<file path="src/gda_pkg.sv">
// Package for the Gregorian date arithmetic block: field widths, opcodes,
// sequencer states and the calendar helper functions. No dependencies.
package gda_pkg;

  localparam int unsigned OpW    = 3;
  localparam int unsigned DayW   = 5;
  localparam int unsigned MonW   = 4;
  localparam int unsigned YearW  = 14;
  localparam int unsigned StepW  = 12;
  localparam int unsigned CountW = 9;
  localparam int unsigned AccW   = 14;  // signed running day count

  localparam logic [YearW-1:0] YearMin = YearW'(1);
  localparam logic [YearW-1:0] YearMax = YearW'(9999);

  localparam logic [OpW-1:0] OpNextDay = 3'd0;
  localparam logic [OpW-1:0] OpPrevDay = 3'd1;
  localparam logic [OpW-1:0] OpAddDays = 3'd2;
  localparam logic [OpW-1:0] OpSubDays = 3'd3;
  localparam logic [OpW-1:0] OpDayOfYr = 3'd4;
  localparam logic [OpW-1:0] OpWeekday = 3'd5;

  typedef enum logic [7:0] {
    S_IDLE  = 8'b0000_0001,
    S_CHECK = 8'b0000_0010,
    S_FWD   = 8'b0000_0100,
    S_BWD   = 8'b0000_1000,
    S_DOY   = 8'b0001_0000,
    S_WSUM  = 8'b0010_0000,
    S_WMOD  = 8'b0100_0000,
    S_OUT   = 8'b1000_0000
  } state_e;

  // Quotient by 100 through a reciprocal; exact for every 14-bit value.
  function automatic logic [7:0] div100(input logic [YearW-1:0] y);
    logic [26:0] p;
    p = 27'(y) * 27'd5243;
    return p[26:19];
  endfunction

  function automatic logic is_leap(input logic [YearW-1:0] y);
    logic [7:0]       q;
    logic [YearW-1:0] r;
    q = div100(y);
    r = y - YearW'(q) * YearW'(100);
    return ((y[1:0] == 2'd0) && (r != '0)) || ((r == '0) && (q[1:0] == 2'd0));
  endfunction

  function automatic logic [DayW-1:0] month_len(input logic [MonW-1:0] m,
                                                input logic leap);
    logic [DayW-1:0] len;
    case (m) inside
      4'd2:                              len = leap ? 5'd29 : 5'd28;
      4'd4, 4'd6, 4'd9, 4'd11:           len = 5'd30;
      [4'd1:4'd12]:                      len = 5'd31;
      default:                           len = 5'd0;
    endcase
    return len;
  endfunction

endpackage

</file>
<file path="src/gda_if.sv">
// Request and response channel interfaces of the date arithmetic block.
// Depends on gda_pkg for the field widths.
interface gda_req_if import gda_pkg::*; ();
  logic              valid;
  logic              ready;
  logic [OpW-1:0]    opcode;
  logic [DayW-1:0]   in_day;
  logic [MonW-1:0]   in_month;
  logic [YearW-1:0]  in_year;
  logic [StepW-1:0]  step_days;

  modport source (output valid, opcode, in_day, in_month, in_year, step_days,
                  input ready);
  modport sink   (input valid, opcode, in_day, in_month, in_year, step_days,
                  output ready);
endinterface

interface gda_rsp_if import gda_pkg::*; ();
  logic              valid;
  logic              ready;
  logic [DayW-1:0]   out_day;
  logic [MonW-1:0]   out_month;
  logic [YearW-1:0]  out_year;
  logic [CountW-1:0] count;
  logic              valid_res;

  modport source (output valid, out_day, out_month, out_year, count, valid_res,
                  input ready);
  modport sink   (input valid, out_day, out_month, out_year, count, valid_res,
                  output ready);
endinterface

</file>
<file path="src/gregorian_date_arithmetic.sv">
// Top level of the Gregorian date arithmetic block: a small sequencer around
// one shared month-length lookup and day-count adder. Uses gda_pkg, gda_if.
//
//   channel | dir | fields
//   req_i   | in  | opcode, in_day, in_month, in_year, step_days
//   rsp_o   | out | out_day, out_month, out_year, count, valid_res
//
// One transaction is handled at a time; req_i.ready is high only when idle.
// The time a transaction takes grows with the months that its walk passes
// through the shared adder; next and previous day walk at most one month.
// Reset clears the sequencer and the response valid; no memory to clear.
// A finished result waits in the response register while rsp_o is stalled;
// the sequencer holds in its output state until that register is free.
module gregorian_date_arithmetic
  import gda_pkg::*;
(
  input  logic       clk_i,
  input  logic       rst_ni,
  gda_req_if.sink    req_i,
  gda_rsp_if.source  rsp_o
);

  // Captured request.
  logic [OpW-1:0]   op_q;
  logic [DayW-1:0]  d0_q;
  logic [MonW-1:0]  m0_q;
  logic [YearW-1:0] y0_q;
  logic [StepW-1:0] k_q;

  // Working registers of the month walk.
  state_e                  state_q, state_d;
  logic signed [AccW-1:0]  d_q, d_d;
  logic [MonW-1:0]         m_q, m_d;
  logic [YearW-1:0]        y_q, y_d;
  logic                    ok_q, ok_d;
  logic [CountW-1:0]       cnt_q, cnt_d;
  logic [YearW-1:0]        wsum_q, wsum_d;

  // Response register.
  logic              out_valid_q;
  logic [DayW-1:0]   out_day_q;
  logic [MonW-1:0]   out_month_q;
  logic [YearW-1:0]  out_year_q;
  logic [CountW-1:0] out_count_q;
  logic              out_ok_q;

  logic req_fire, rsp_fire, out_load;

  assign req_i.ready = (state_q == S_IDLE);
  assign req_fire    = req_i.valid && req_i.ready;
  assign rsp_fire    = out_valid_q && rsp_o.ready;
  assign out_load    = (state_q == S_OUT) && (!out_valid_q || rsp_o.ready);

  // Shared month-length unit. Walking backwards it looks at the month before
  // the current one, wrapping into December of the previous year.
  logic                   walk_back;
  logic [MonW-1:0]        m_prev, lu_m;
  logic [YearW-1:0]       y_prev, lu_y;
  logic [DayW-1:0]        ml;
  logic signed [AccW-1:0] ml_ext, acc_sum;

  assign walk_back = (state_q == S_BWD);
  assign m_prev    = (m_q == 4'd1) ? 4'd12 : m_q - 4'd1;
  assign y_prev    = (m_q == 4'd1) ? y_q - YearW'(1) : y_q;
  assign lu_m      = walk_back ? m_prev : m_q;
  assign lu_y      = walk_back ? y_prev : y_q;
  assign ml        = month_len(lu_m, is_leap(lu_y));
  assign ml_ext    = $signed({{(AccW-DayW){1'b0}}, ml});

  // Shared adder: the forward walk subtracts a month, all others add one.
  assign acc_sum = (state_q == S_FWD) ? d_q - ml_ext : d_q + ml_ext;

  // Input date check and start value of the running day count.
  logic                   date_ok;
  logic signed [AccW-1:0] d0_ext, k_ext;

  assign date_ok = (y_q >= YearMin) && (y_q <= YearMax) && (ml != '0) &&
                   (d0_q != '0) && (d0_q <= ml);
  assign d0_ext  = $signed({{(AccW-DayW){1'b0}}, d0_q});
  assign k_ext   = $signed({{(AccW-StepW){1'b0}}, k_q});

  // Weekday: 365 is 1 mod 7, so the day number since 0001-01-01 reduces to
  // yb + yb/4 - yb/100 + yb/400 + doy - 1 before the mod 7.
  logic [YearW-1:0] yb;
  logic [7:0]       yb_c;
  logic [YearW:0]   wsum_full;
  logic [27:0]      w_prod;
  logic [11:0]      w_quo;
  logic [YearW-1:0] w_rem_full;
  logic [3:0]       w_rem;
  logic [2:0]       w_day;

  assign yb        = y0_q - YearW'(1);
  assign yb_c      = div100(yb);
  assign wsum_full = (YearW+1)'(yb) + (YearW+1)'(yb >> 2) - (YearW+1)'(yb_c)
                   + (YearW+1)'(yb_c >> 2) + (YearW+1)'(d_q[CountW-1:0])
                   - (YearW+1)'(1);
  // The reciprocal rounds down, so the quotient is exact or one short.
  assign w_prod     = 28'(wsum_q) * 28'd9362;
  assign w_quo      = w_prod[27:16];
  assign w_rem_full = wsum_q - YearW'(w_quo) * YearW'(7);
  assign w_rem      = w_rem_full[3:0];
  assign w_day      = (w_rem >= 4'd7) ? 3'(w_rem - 4'd7) : w_rem[2:0];

  always_comb begin
    state_d = state_q;
    d_d     = d_q;
    m_d     = m_q;
    y_d     = y_q;
    ok_d    = ok_q;
    cnt_d   = cnt_q;
    wsum_d  = wsum_q;
    case (state_q)
      S_IDLE: begin
        if (req_fire) begin
          m_d     = req_i.in_month;
          y_d     = req_i.in_year;
          ok_d    = 1'b1;
          cnt_d   = '0;
          state_d = S_CHECK;
        end
      end
      S_CHECK: begin
        if (!date_ok) begin
          ok_d    = 1'b0;
          state_d = S_OUT;
        end else begin
          case (op_q)
            OpNextDay: begin
              d_d     = d0_ext + AccW'(1);
              state_d = S_FWD;
            end
            OpAddDays: begin
              d_d     = d0_ext + k_ext;
              state_d = S_FWD;
            end
            OpPrevDay: begin
              d_d     = d0_ext - AccW'(1);
              state_d = S_BWD;
            end
            OpSubDays: begin
              d_d     = d0_ext - k_ext;
              state_d = S_BWD;
            end
            OpDayOfYr, OpWeekday: begin
              d_d     = d0_ext;
              m_d     = 4'd1;
              state_d = S_DOY;
            end
            default: begin
              ok_d    = 1'b0;
              state_d = S_OUT;
            end
          endcase
        end
      end
      S_FWD: begin
        if (d_q > ml_ext) begin
          d_d = acc_sum;
          if (m_q == 4'd12) begin
            m_d = 4'd1;
            y_d = y_q + YearW'(1);
            if (y_q >= YearMax) begin
              ok_d    = 1'b0;
              state_d = S_OUT;
            end
          end else begin
            m_d = m_q + 4'd1;
          end
        end else begin
          state_d = S_OUT;
        end
      end
      S_BWD: begin
        if (d_q < AccW'(1)) begin
          if (y_prev < YearMin) begin
            ok_d    = 1'b0;
            state_d = S_OUT;
          end else begin
            d_d = acc_sum;
            m_d = m_prev;
            y_d = y_prev;
          end
        end else begin
          state_d = S_OUT;
        end
      end
      S_DOY: begin
        if (m_q < m0_q) begin
          d_d = acc_sum;
          m_d = m_q + 4'd1;
        end else if (op_q == OpDayOfYr) begin
          // The running count held the day of year; the result date echoes
          // the input day, so it goes back into the day register.
          cnt_d   = d_q[CountW-1:0];
          d_d     = d0_ext;
          state_d = S_OUT;
        end else begin
          state_d = S_WSUM;
        end
      end
      S_WSUM: begin
        wsum_d  = wsum_full[YearW-1:0];
        d_d     = d0_ext;
        state_d = S_WMOD;
      end
      S_WMOD: begin
        cnt_d   = CountW'(w_day);
        state_d = S_OUT;
      end
      S_OUT: begin
        if (out_load) begin
          state_d = S_IDLE;
        end
      end
      default: begin
        state_d = S_IDLE;
      end
    endcase
  end

  always_ff @(posedge clk_i or negedge rst_ni) begin
    if (!rst_ni) begin
      state_q     <= S_IDLE;
      out_valid_q <= 1'b0;
    end else begin
      state_q <= state_d;
      if (out_load) begin
        out_valid_q <= 1'b1;
      end else if (rsp_fire) begin
        out_valid_q <= 1'b0;
      end
    end
  end

  always_ff @(posedge clk_i) begin
    if (req_fire) begin
      op_q <= req_i.opcode;
      d0_q <= req_i.in_day;
      m0_q <= req_i.in_month;
      y0_q <= req_i.in_year;
      k_q  <= req_i.step_days;
    end
    d_q    <= d_d;
    m_q    <= m_d;
    y_q    <= y_d;
    ok_q   <= ok_d;
    cnt_q  <= cnt_d;
    wsum_q <= wsum_d;
    // A failed transaction echoes the input date with a zero count.
    if (out_load) begin
      out_ok_q    <= ok_q;
      out_day_q   <= ok_q ? d_q[DayW-1:0] : d0_q;
      out_month_q <= ok_q ? m_q : m0_q;
      out_year_q  <= ok_q ? y_q : y0_q;
      out_count_q <= ok_q ? cnt_q : '0;
    end
  end

  assign rsp_o.valid     = out_valid_q;
  assign rsp_o.out_day   = out_day_q;
  assign rsp_o.out_month = out_month_q;
  assign rsp_o.out_year  = out_year_q;
  assign rsp_o.count     = out_count_q;
  assign rsp_o.valid_res = out_ok_q;

`ifndef SYNTHESIS
  // A request is only taken when the sequencer is free, and it starts a check.
  assert property (@(posedge clk_i) disable iff (!rst_ni)
    req_fire |=> (state_q == S_CHECK))
    else $error("request accepted but sequencer did not start");

  // A good result never carries a year outside the calendar range.
  assert property (@(posedge clk_i) disable iff (!rst_ni)
    (out_valid_q && out_ok_q) |-> (out_year_q >= YearMin && out_year_q <= YearMax))
    else $error("valid result with year out of range");

  // A failed result reports a zero count.
  assert property (@(posedge clk_i) disable iff (!rst_ni)
    (out_valid_q && !out_ok_q) |-> (out_count_q == '0))
    else $error("failed result with nonzero count");

  // The response register is loaded only from the output state.
  assert property (@(posedge clk_i) disable iff (!rst_ni)
    $rose(out_valid_q) |-> $past(state_q == S_OUT))
    else $error("response raised outside the output state");
`endif

endmodule

</file>
<file path="src/flat_wrapper.sv">
// flat-port wrapper written by rule: the top's interface ports become plain ports
module gregorian_date_arithmetic_flat import gda_pkg::*;
  (clk_i, rst_ni, req_i_valid, req_i_opcode, req_i_in_day, req_i_in_month, req_i_in_year, req_i_step_days, req_i_ready, rsp_o_valid, rsp_o_out_day, rsp_o_out_month, rsp_o_out_year, rsp_o_count, rsp_o_valid_res, rsp_o_ready);
  gda_req_if req_i_i ();
  gda_rsp_if rsp_o_i ();
  input  logic clk_i;
  input  logic rst_ni;
  input wire logic [$bits(req_i_i.valid)-1:0] req_i_valid;
  input wire logic [$bits(req_i_i.opcode)-1:0] req_i_opcode;
  input wire logic [$bits(req_i_i.in_day)-1:0] req_i_in_day;
  input wire logic [$bits(req_i_i.in_month)-1:0] req_i_in_month;
  input wire logic [$bits(req_i_i.in_year)-1:0] req_i_in_year;
  input wire logic [$bits(req_i_i.step_days)-1:0] req_i_step_days;
  output wire logic [$bits(req_i_i.ready)-1:0] req_i_ready;
  output wire logic [$bits(rsp_o_i.valid)-1:0] rsp_o_valid;
  output wire logic [$bits(rsp_o_i.out_day)-1:0] rsp_o_out_day;
  output wire logic [$bits(rsp_o_i.out_month)-1:0] rsp_o_out_month;
  output wire logic [$bits(rsp_o_i.out_year)-1:0] rsp_o_out_year;
  output wire logic [$bits(rsp_o_i.count)-1:0] rsp_o_count;
  output wire logic [$bits(rsp_o_i.valid_res)-1:0] rsp_o_valid_res;
  input wire logic [$bits(rsp_o_i.ready)-1:0] rsp_o_ready;
  assign req_i_i.valid = req_i_valid;
  assign req_i_i.opcode = req_i_opcode;
  assign req_i_i.in_day = req_i_in_day;
  assign req_i_i.in_month = req_i_in_month;
  assign req_i_i.in_year = req_i_in_year;
  assign req_i_i.step_days = req_i_step_days;
  assign req_i_ready = req_i_i.ready;
  assign rsp_o_valid = rsp_o_i.valid;
  assign rsp_o_out_day = rsp_o_i.out_day;
  assign rsp_o_out_month = rsp_o_i.out_month;
  assign rsp_o_out_year = rsp_o_i.out_year;
  assign rsp_o_count = rsp_o_i.count;
  assign rsp_o_valid_res = rsp_o_i.valid_res;
  assign rsp_o_i.ready = rsp_o_ready;
  gregorian_date_arithmetic u_core (.clk_i(clk_i), .rst_ni(rst_ni), .req_i(req_i_i), .rsp_o(rsp_o_i));
endmodule
</file>
<file path="config.mk">
export PLATFORM = sky130hd
export DESIGN_NAME = gregorian_date_arithmetic_flat
export DESIGN_NICKNAME = d
export VERILOG_FILES = /design/src/gda_pkg.sv /design/src/gda_if.sv /design/src/gregorian_date_arithmetic.sv /design/src/flat_wrapper.sv
export SDC_FILE = /design/constraint.sdc
export NUM_CORES = 1
export LEC_CHECK = 0
export ABC_AREA = 1
export ABC_CLOCK_PERIOD_IN_PS = 14400
export BUFFER_PORTS_ARGS = -buffer_cell sky130_fd_sc_hd__buf_4
export CAP_MARGIN = 20
export CORE_MARGIN = 2
export CORE_UTILIZATION = 60
export CTS_CLUSTER_DIAMETER = 40
export DETAILED_ROUTE_END_ITERATION = 10
export PLACE_DENSITY = 0.78
export SLEW_MARGIN = 20
export SYNTH_ARGS = -nofsm -noshare
export SYNTH_HDL_FRONTEND = slang
export SYNTH_SLANG_ARGS = --single-unit
</file>
<file path="constraint.sdc">
create_clock -name clk_i -period 14.4 [get_ports clk_i]
set_clock_uncertainty 0.2 [all_clocks]
set_input_delay 2.88 -clock clk_i [delete_from_list [all_inputs] [get_ports clk_i]]
set_output_delay 2.88 -clock clk_i [all_outputs]
set_load 0.005 [all_outputs]
</file>
==> flow_summary_export.csv, run 1 <==
group,metric,value,unit
status,status,"finished clean",
layout,mostFrequentLayoutCell,"inv_1",
global_routing,grt_pass1_wl,80.47,mm
critical_path,endpoint_kind,"flop",
die,die_y,186.9,um
route,ant_nets,0,
placement,dpl.hpwl,41.39,mm
placement,io_buffers,76,
sta,period_needed,13.31,ns
critical_path,cpLargestDelayFamily,"adder cells",
die,fp.dieArea,34930,um2
synthesis,syn-num-nets,2913,
sta,rsz0062_at_grt,"no",
global_routing,antenna_found_initial,1,
critical_path,start_kind,"flop",
clock_tree,cts_setup_buffers,0,
sta,maxClockFrequency,0.07513,GHz
clock_tree,cts_tree,"yes",
placement,gp_congestion,0.9836,
global_routing,gr-total-overflow,0,
die,initial_core_util,61.37,%
sta,slew_violations,0,
sta,relSlewSlack,29.50,%
die,io_pins,77,
sta,setup_viol_count_final,0,
sta,min_period_over_period,92.44,%
critical_path,critPathKind,"reg2reg",
clock_tree,clkTransAtPathRegs,0.06,ns
clock_tree,clock-sinks,136,
die,core,32700,um2
synthesis,syn_avg_cell_area,8.533,um2
critical_path,path_common_cell,"inv_1",
route,avgViaCountPerCell,5.575,
route,wl_per_cell,16.91,um
sta,fin_hold_ws,0.3071,ns
synthesis,syn_area,20070,um2
clock_tree,clockBufferDepth,2,
layout,n_fill_cell,2701,
clock_tree,cts_resized,0,
synthesis,seq_area_frac_synth,20.13,%
clock_tree,clk_root_buffer_cell,"clkbuf_16",
critical_path,cp.arrival,13.18,ns
clock_tree,htreeDepth,4,
hold_path,hp-class,"reg2reg",
global_routing,grt_max_degree,57,
clock_tree,cts_buffers,17,
sta,fin_tns_setup,0,ns
layout,register_area,4040,um2
route,drc_errors,0,
layout,drive_gt1_share,8.412,%
layout,final_nets,2999,
layout,most-common-layout-cells,"inv_1 (559), ha_1 (344), nand2_1 (299)",
critical_path,cp_slowest_cell,"fa_1",
critical_path,required,14.27,ns
sta,hold_violations,0,
route,wirelength,48.88,mm
critical_path,crit_fanout,14,
sta,max_slew.worst_pin.slew,1.055,ns
synthesis,synth-async-reset-ratio,6.618,%
critical_path,crit_buf_inv,9,
layout,multi_input_area,13810,um2
synthesis,yosysWarningCount,0,
global_routing,grt_pass1_vias,16202,
synthesis,synthFlopType,"edfxtp_1",
route,first_pass_iters,8,
layout,diodes,0,
synthesis,synth_cell_types,69,
route,via_count,16118,
layout,syn_to_final_growth,8.585,%
die,fp.dieW,186.9,um
synthesis,ys_seq_elements,136,
die,rows,66,
clock_tree,clk_latency,0.43,ns
clock_tree,ctsHoldBuffers,0,
critical_path,critPathMaxStageDelay,0.55,ns
job,drv_cap,0,
route,drtIter0Drc,1238,
global_routing,grtUsageTotal,28.82,%
synthesis,synthesis.instances,2352,
synthesis,synth_edf_count,127,
worst register-to-register path, delay by kind of cell (launching register included):
family,cells,cell delay (ns)
buf+inv,9,0.96
compound gates,8,1.61
flops,1,0.50
xor+xnor,4,0.73
fa+ha+maj,14,5.36
simple gates,27,3.59
cells by family after synthesis:
logic type                 Yosys count  synth area share, %
and+or+nand+nor                    690                16.10
buffers and inverters              590                11.17
xor gates and xnor gates            92                4.052
adders and majority gates          519                38.90
AOI/OAI and AO/OA                  325                9.651
DFF                                136                20.13
per-layer routing:
| metal | up-vias | part of all wire, % | global-route usage, % |
|---|---|---|---|
| met5 | - | 0.027 | 0 |
| met4 | 2 | 2.9 | 9.676 |
| met3 | 95 | 6.5 | 4.315 |
| met2 | 601 | 48 | 48.68 |
| met1 | 7611 | 43 | 38.07 |
| li1 | 7809 | - | - |
sequential cells by signal (all words and copies together), names as in the netlist, 5 cells and up:
name	flops
u_core.rsp_o.out_day	5
u_core.y0_q	14
u_core.k_q	12
u_core.d0_q	5
u_core.y_q	14
u_core.state_q	8
u_core.d_q	14
u_core.wsum_q	14
u_core.rsp_o.out_year	14
u_core.rsp_o.count	9
u_core.cnt_q	9
path summary, 6_finish.rpt:
kind / start / to / cells after the start / slack, ns
max: u_core.y_q[0]$_DFFE_PP_ / u_core.d_q[3]$_DFFE_PP_ / 62 / 1.09
min: u_core.cnt_q[7]$_DFFE_PP_ / u_core.rsp_o.count[7]$_SDFFCE_PN0P_ / 2 / 0.31
max reg2reg: u_core.y_q[0]$_DFFE_PP_ / u_core.d_q[3]$_DFFE_PP_ / 62 / 1.09
min reg2reg: u_core.cnt_q[7]$_DFFE_PP_ / u_core.rsp_o.count[7]$_SDFFCE_PN0P_ / 2 / 0.31
max in group asynchronous: rst_ni / u_core.state_q[0]$_DFFE_PN1P_ / 1 / 11.72
min in group asynchronous: rst_ni / u_core.state_q[6]$_DFFE_PN0P_ / 1 / 2.05
Yosys cell counts (5+ instances only):
library cell  number  area share, %
o221ai_1           9           0.39
a31oi_1           15           0.47
o22ai_1            7           0.22
clkbuf_1           8           0.15
nor2_1           164            3.1
a21oi_1          115            2.9
nand2_4            6           0.34
inv_1            559             10
fa_1             175             17
nor3_2             7           0.35
nand3_1          103            2.6
inv_2             13           0.24
a22oi_1            5           0.19
edfxtp_1         127             19
nand3_2            9           0.45
nor2_4             5           0.28
nand4_1           22           0.69
o21a_1             6           0.22
o21bai_1          10           0.37
o211ai_1          17           0.64
nor2_2             9           0.28
xor2_1            66            2.9
dfrtp_1            8            1.0
xnor2_1           25            1.1
o21ai_0           97            2.4
nand2_1          299            5.6
ha_1             344             21
o31ai_1            5           0.19
nand2_2           14           0.44
nor4_1            12           0.37
nor3_1            21           0.52
per-stage QoR:
step / util [%] / instance area, um2 / cells / worst slack [ns]
after floorplan: - / 20070 / 2352 / 2.365
after global placement: 64.76 / 21180 / 2860 / 1.441
after detailed placement: 64.76 / 21180 / 2860 / 0.9822
after CTS: 66.55 / 21760 / 2890 / 0.9561
after global routing: 66.64 / 21790 / 2891 / 0.1141
final: 66.64 / 21790 / 2891 / 1.089
area by class of cell:
cell class,count,area share [%]
Clock buffer,18,1.969
Sequential cell,136,18.54
Timing Repair Buffer,84,2.986
Clock inverter,12,0.7119
Inverter,573,9.881
Tap cell,442,2.538
Multi-Input combinational cell,1626,63.37
Power of run 1 is not shown: default switching activity piles up to over one toggle a cycle in this logic, so the estimate is an artifact.
==> run 2: changes to the inputs <==
--- a/config.mk
+++ b/config.mk
@@ -14,6 +14,7 @@
 export CTS_CLUSTER_DIAMETER = 40
 export DETAILED_ROUTE_END_ITERATION = 10
 export PLACE_DENSITY = 0.78
+export RECOVER_POWER = 25
 export SLEW_MARGIN = 20
 export SYNTH_ARGS = -nofsm -noshare
 export SYNTH_HDL_FRONTEND = slang
==> run 2 against run 1 <==
Effect of this change: the run now ends with max-capacitance violations, max-slew violations left; final cell count stayed put; worst hold slack lost 0.00062 ns; wire length is essentially flat; clock-buffer cell count did not move; final area decreased by 0.16%; critical path depth stayed put; first-iteration DRC count increased by 3.6%; utilization fell by 0.10 points; register-to-register slack improved by 0.06 ns; critical endpoint is now u_core.d_q[9]$_DFFE_PP_; largest cell class unchanged.
==> flow_summary_export.csv, run 2 (synthesis results as in run 1) <==
group,metric,value,unit
clock_tree,clkTransAtPathRegs,0.06,ns
status,status,"finished, violations left",
critical_path,path_common_cell,"inv_1",
critical_path,critPathKind,"reg2reg",
sta,period_needed,13.25,ns
layout,most-common-layout-cells,"inv_1 (559), ha_1 (344), nand2_1 (299)",
global_routing,grtUsageTotal,28.82,%
die,fp.dieW,186.9,um
sta,maxClockFrequency,0.07546,GHz
die,initial_core_util,61.37,%
critical_path,endpoint_kind,"flop",
clock_tree,cts_tree,"yes",
critical_path,critPathMaxStageDelay,0.55,ns
critical_path,start_kind,"flop",
sta,fin_tns_setup,0,ns
die,core,32700,um2
sta,rsz0062_at_grt,"no",
global_routing,grt_pass1_vias,16202,
clock_tree,cts_resized,0,
layout,register_area,4040,um2
die,fp.dieArea,34930,um2
layout,drive_gt1_share,8.207,%
hold_path,hp-class,"reg2reg",
clock_tree,clock-sinks,136,
sta,setup_viol_count_final,0,
route,first_pass_iters,6,
sta,min_period_over_period,92.03,%
layout,n_fill_cell,2705,
critical_path,crit_fanout,14,
placement,io_buffers,76,
die,rows,66,
clock_tree,clockBufferDepth,2,
sta,slew_violations,66,
clock_tree,clk_latency,0.44,ns
route,wirelength,48.88,mm
route,ant_nets,0,
layout,mostFrequentLayoutCell,"inv_1",
route,drtIter0Drc,1283,
route,via_count,16100,
critical_path,cp.arrival,13.13,ns
critical_path,rrSetupSlack,1.15,ns
die,io_pins,77,
placement,dpl.hpwl,41.39,mm
layout,syn_to_final_growth,8.417,%
route,wl_per_cell,16.91,um
clock_tree,ctsHoldBuffers,0,
layout,final_nets,2999,
layout,multi_input_area,13790,um2
global_routing,gr-total-overflow,0,
global_routing,antenna_found_initial,1,
die,die_y,186.9,um
clock_tree,clk_root_buffer_cell,"clkbuf_16",
global_routing,grt_max_degree,57,
critical_path,required,14.27,ns
layout,diodes,0,
sta,hold_violations,0,
status,violations,"max-capacitance violations, max-slew violations",
job,drv_cap,2,
clock_tree,cts_setup_buffers,0,
route,avgViaCountPerCell,5.569,
critical_path,cp_slowest_cell,"fa_1",
global_routing,grt_pass1_wl,80.47,mm
clock_tree,cts_buffers,17,
sta,relSlewSlack,-53.14,%
placement,gp_congestion,0.9836,
sta,max_slew.worst_pin.slew,2.297,ns
clock_tree,htreeDepth,4,
route,drc_errors,0,
[run 2: changes by cell type in the layout (fill, tap and decap cells not counted), sizes merged]
cell / before / now
buf: 84 / 70
clkbuf: 18 / 32
[run 2: worst paths after layout]
path / cells past startpoint / start / end
worst max-delay path: 62 / u_core.y_q[0]$_DFFE_PP_ / u_core.d_q[9]$_DFFE_PP_
worst min-delay path: 2 / u_core.cnt_q[8]$_DFFE_PP_ / u_core.rsp_o.count[8]$_SDFFCE_PN0P_
worst max register to register: 62 / u_core.y_q[0]$_DFFE_PP_ / u_core.d_q[9]$_DFFE_PP_
worst min register to register: 2 / u_core.cnt_q[8]$_DFFE_PP_ / u_core.rsp_o.count[8]$_SDFFCE_PN0P_
max in group asynchronous: 1 / rst_ni / u_core.state_q[0]$_DFFE_PN1P_
min in group asynchronous: 1 / rst_ni / u_core.state_q[6]$_DFFE_PN0P_
[run 2: metal layers]
metal,part of all wire (%),GRT usage (%),vias up
li1,-,-,7812
met1,42,38.07,7560
met2,48,48.68,620
met3,7.1,4.315,106
met4,3.1,9.676,2
met5,0.027,0,-
[run 2: area by class of cell]
class,instances,share of cell area [%]
Inverter,573,9.896
Tap cell,442,2.542
Clock buffer,18,1.972
Multi-Input combinational cell,1626,63.37
Sequential cell,136,18.57
Clock inverter,12,0.7131
Timing Repair Buffer,84,2.938
[run 2: worst max-delay path, delay by kind of cell (launching register included)]
| family | cells | cell delay, ns |
|---|---|---|
| buffers and inverters | 9 | 0.95 |
| XOR/XNOR | 4 | 0.72 |
| AO/OA/AOI/OAI | 8 | 1.57 |
| AND/OR/NAND/NOR | 27 | 3.61 |
| flip-flops | 1 | 0.50 |
| adder cells (fa/ha/maj) | 14 | 5.36 |
[run 2: through the flow]
stage | util (%) | instance area, um2 | cells | setup slack [ns] | hold slack (ns)
final | 66.54 | 21760 | 2891 | 1.148 | 0.3065
after global placement | 64.76 | 21180 | 2860 | 1.441 | 0.2932
after CTS | 66.55 | 21760 | 2890 | 0.9561 | 0.3081
after detailed placement | 64.76 | 21180 | 2860 | 0.9822 | 0.2949
after global routing | 66.54 | 21760 | 2891 | 0.1141 | 0.3287
after floorplan | - | 20070 | 2352 | 2.365 | 0.2244
Power of run 2 is left out for the same reason.
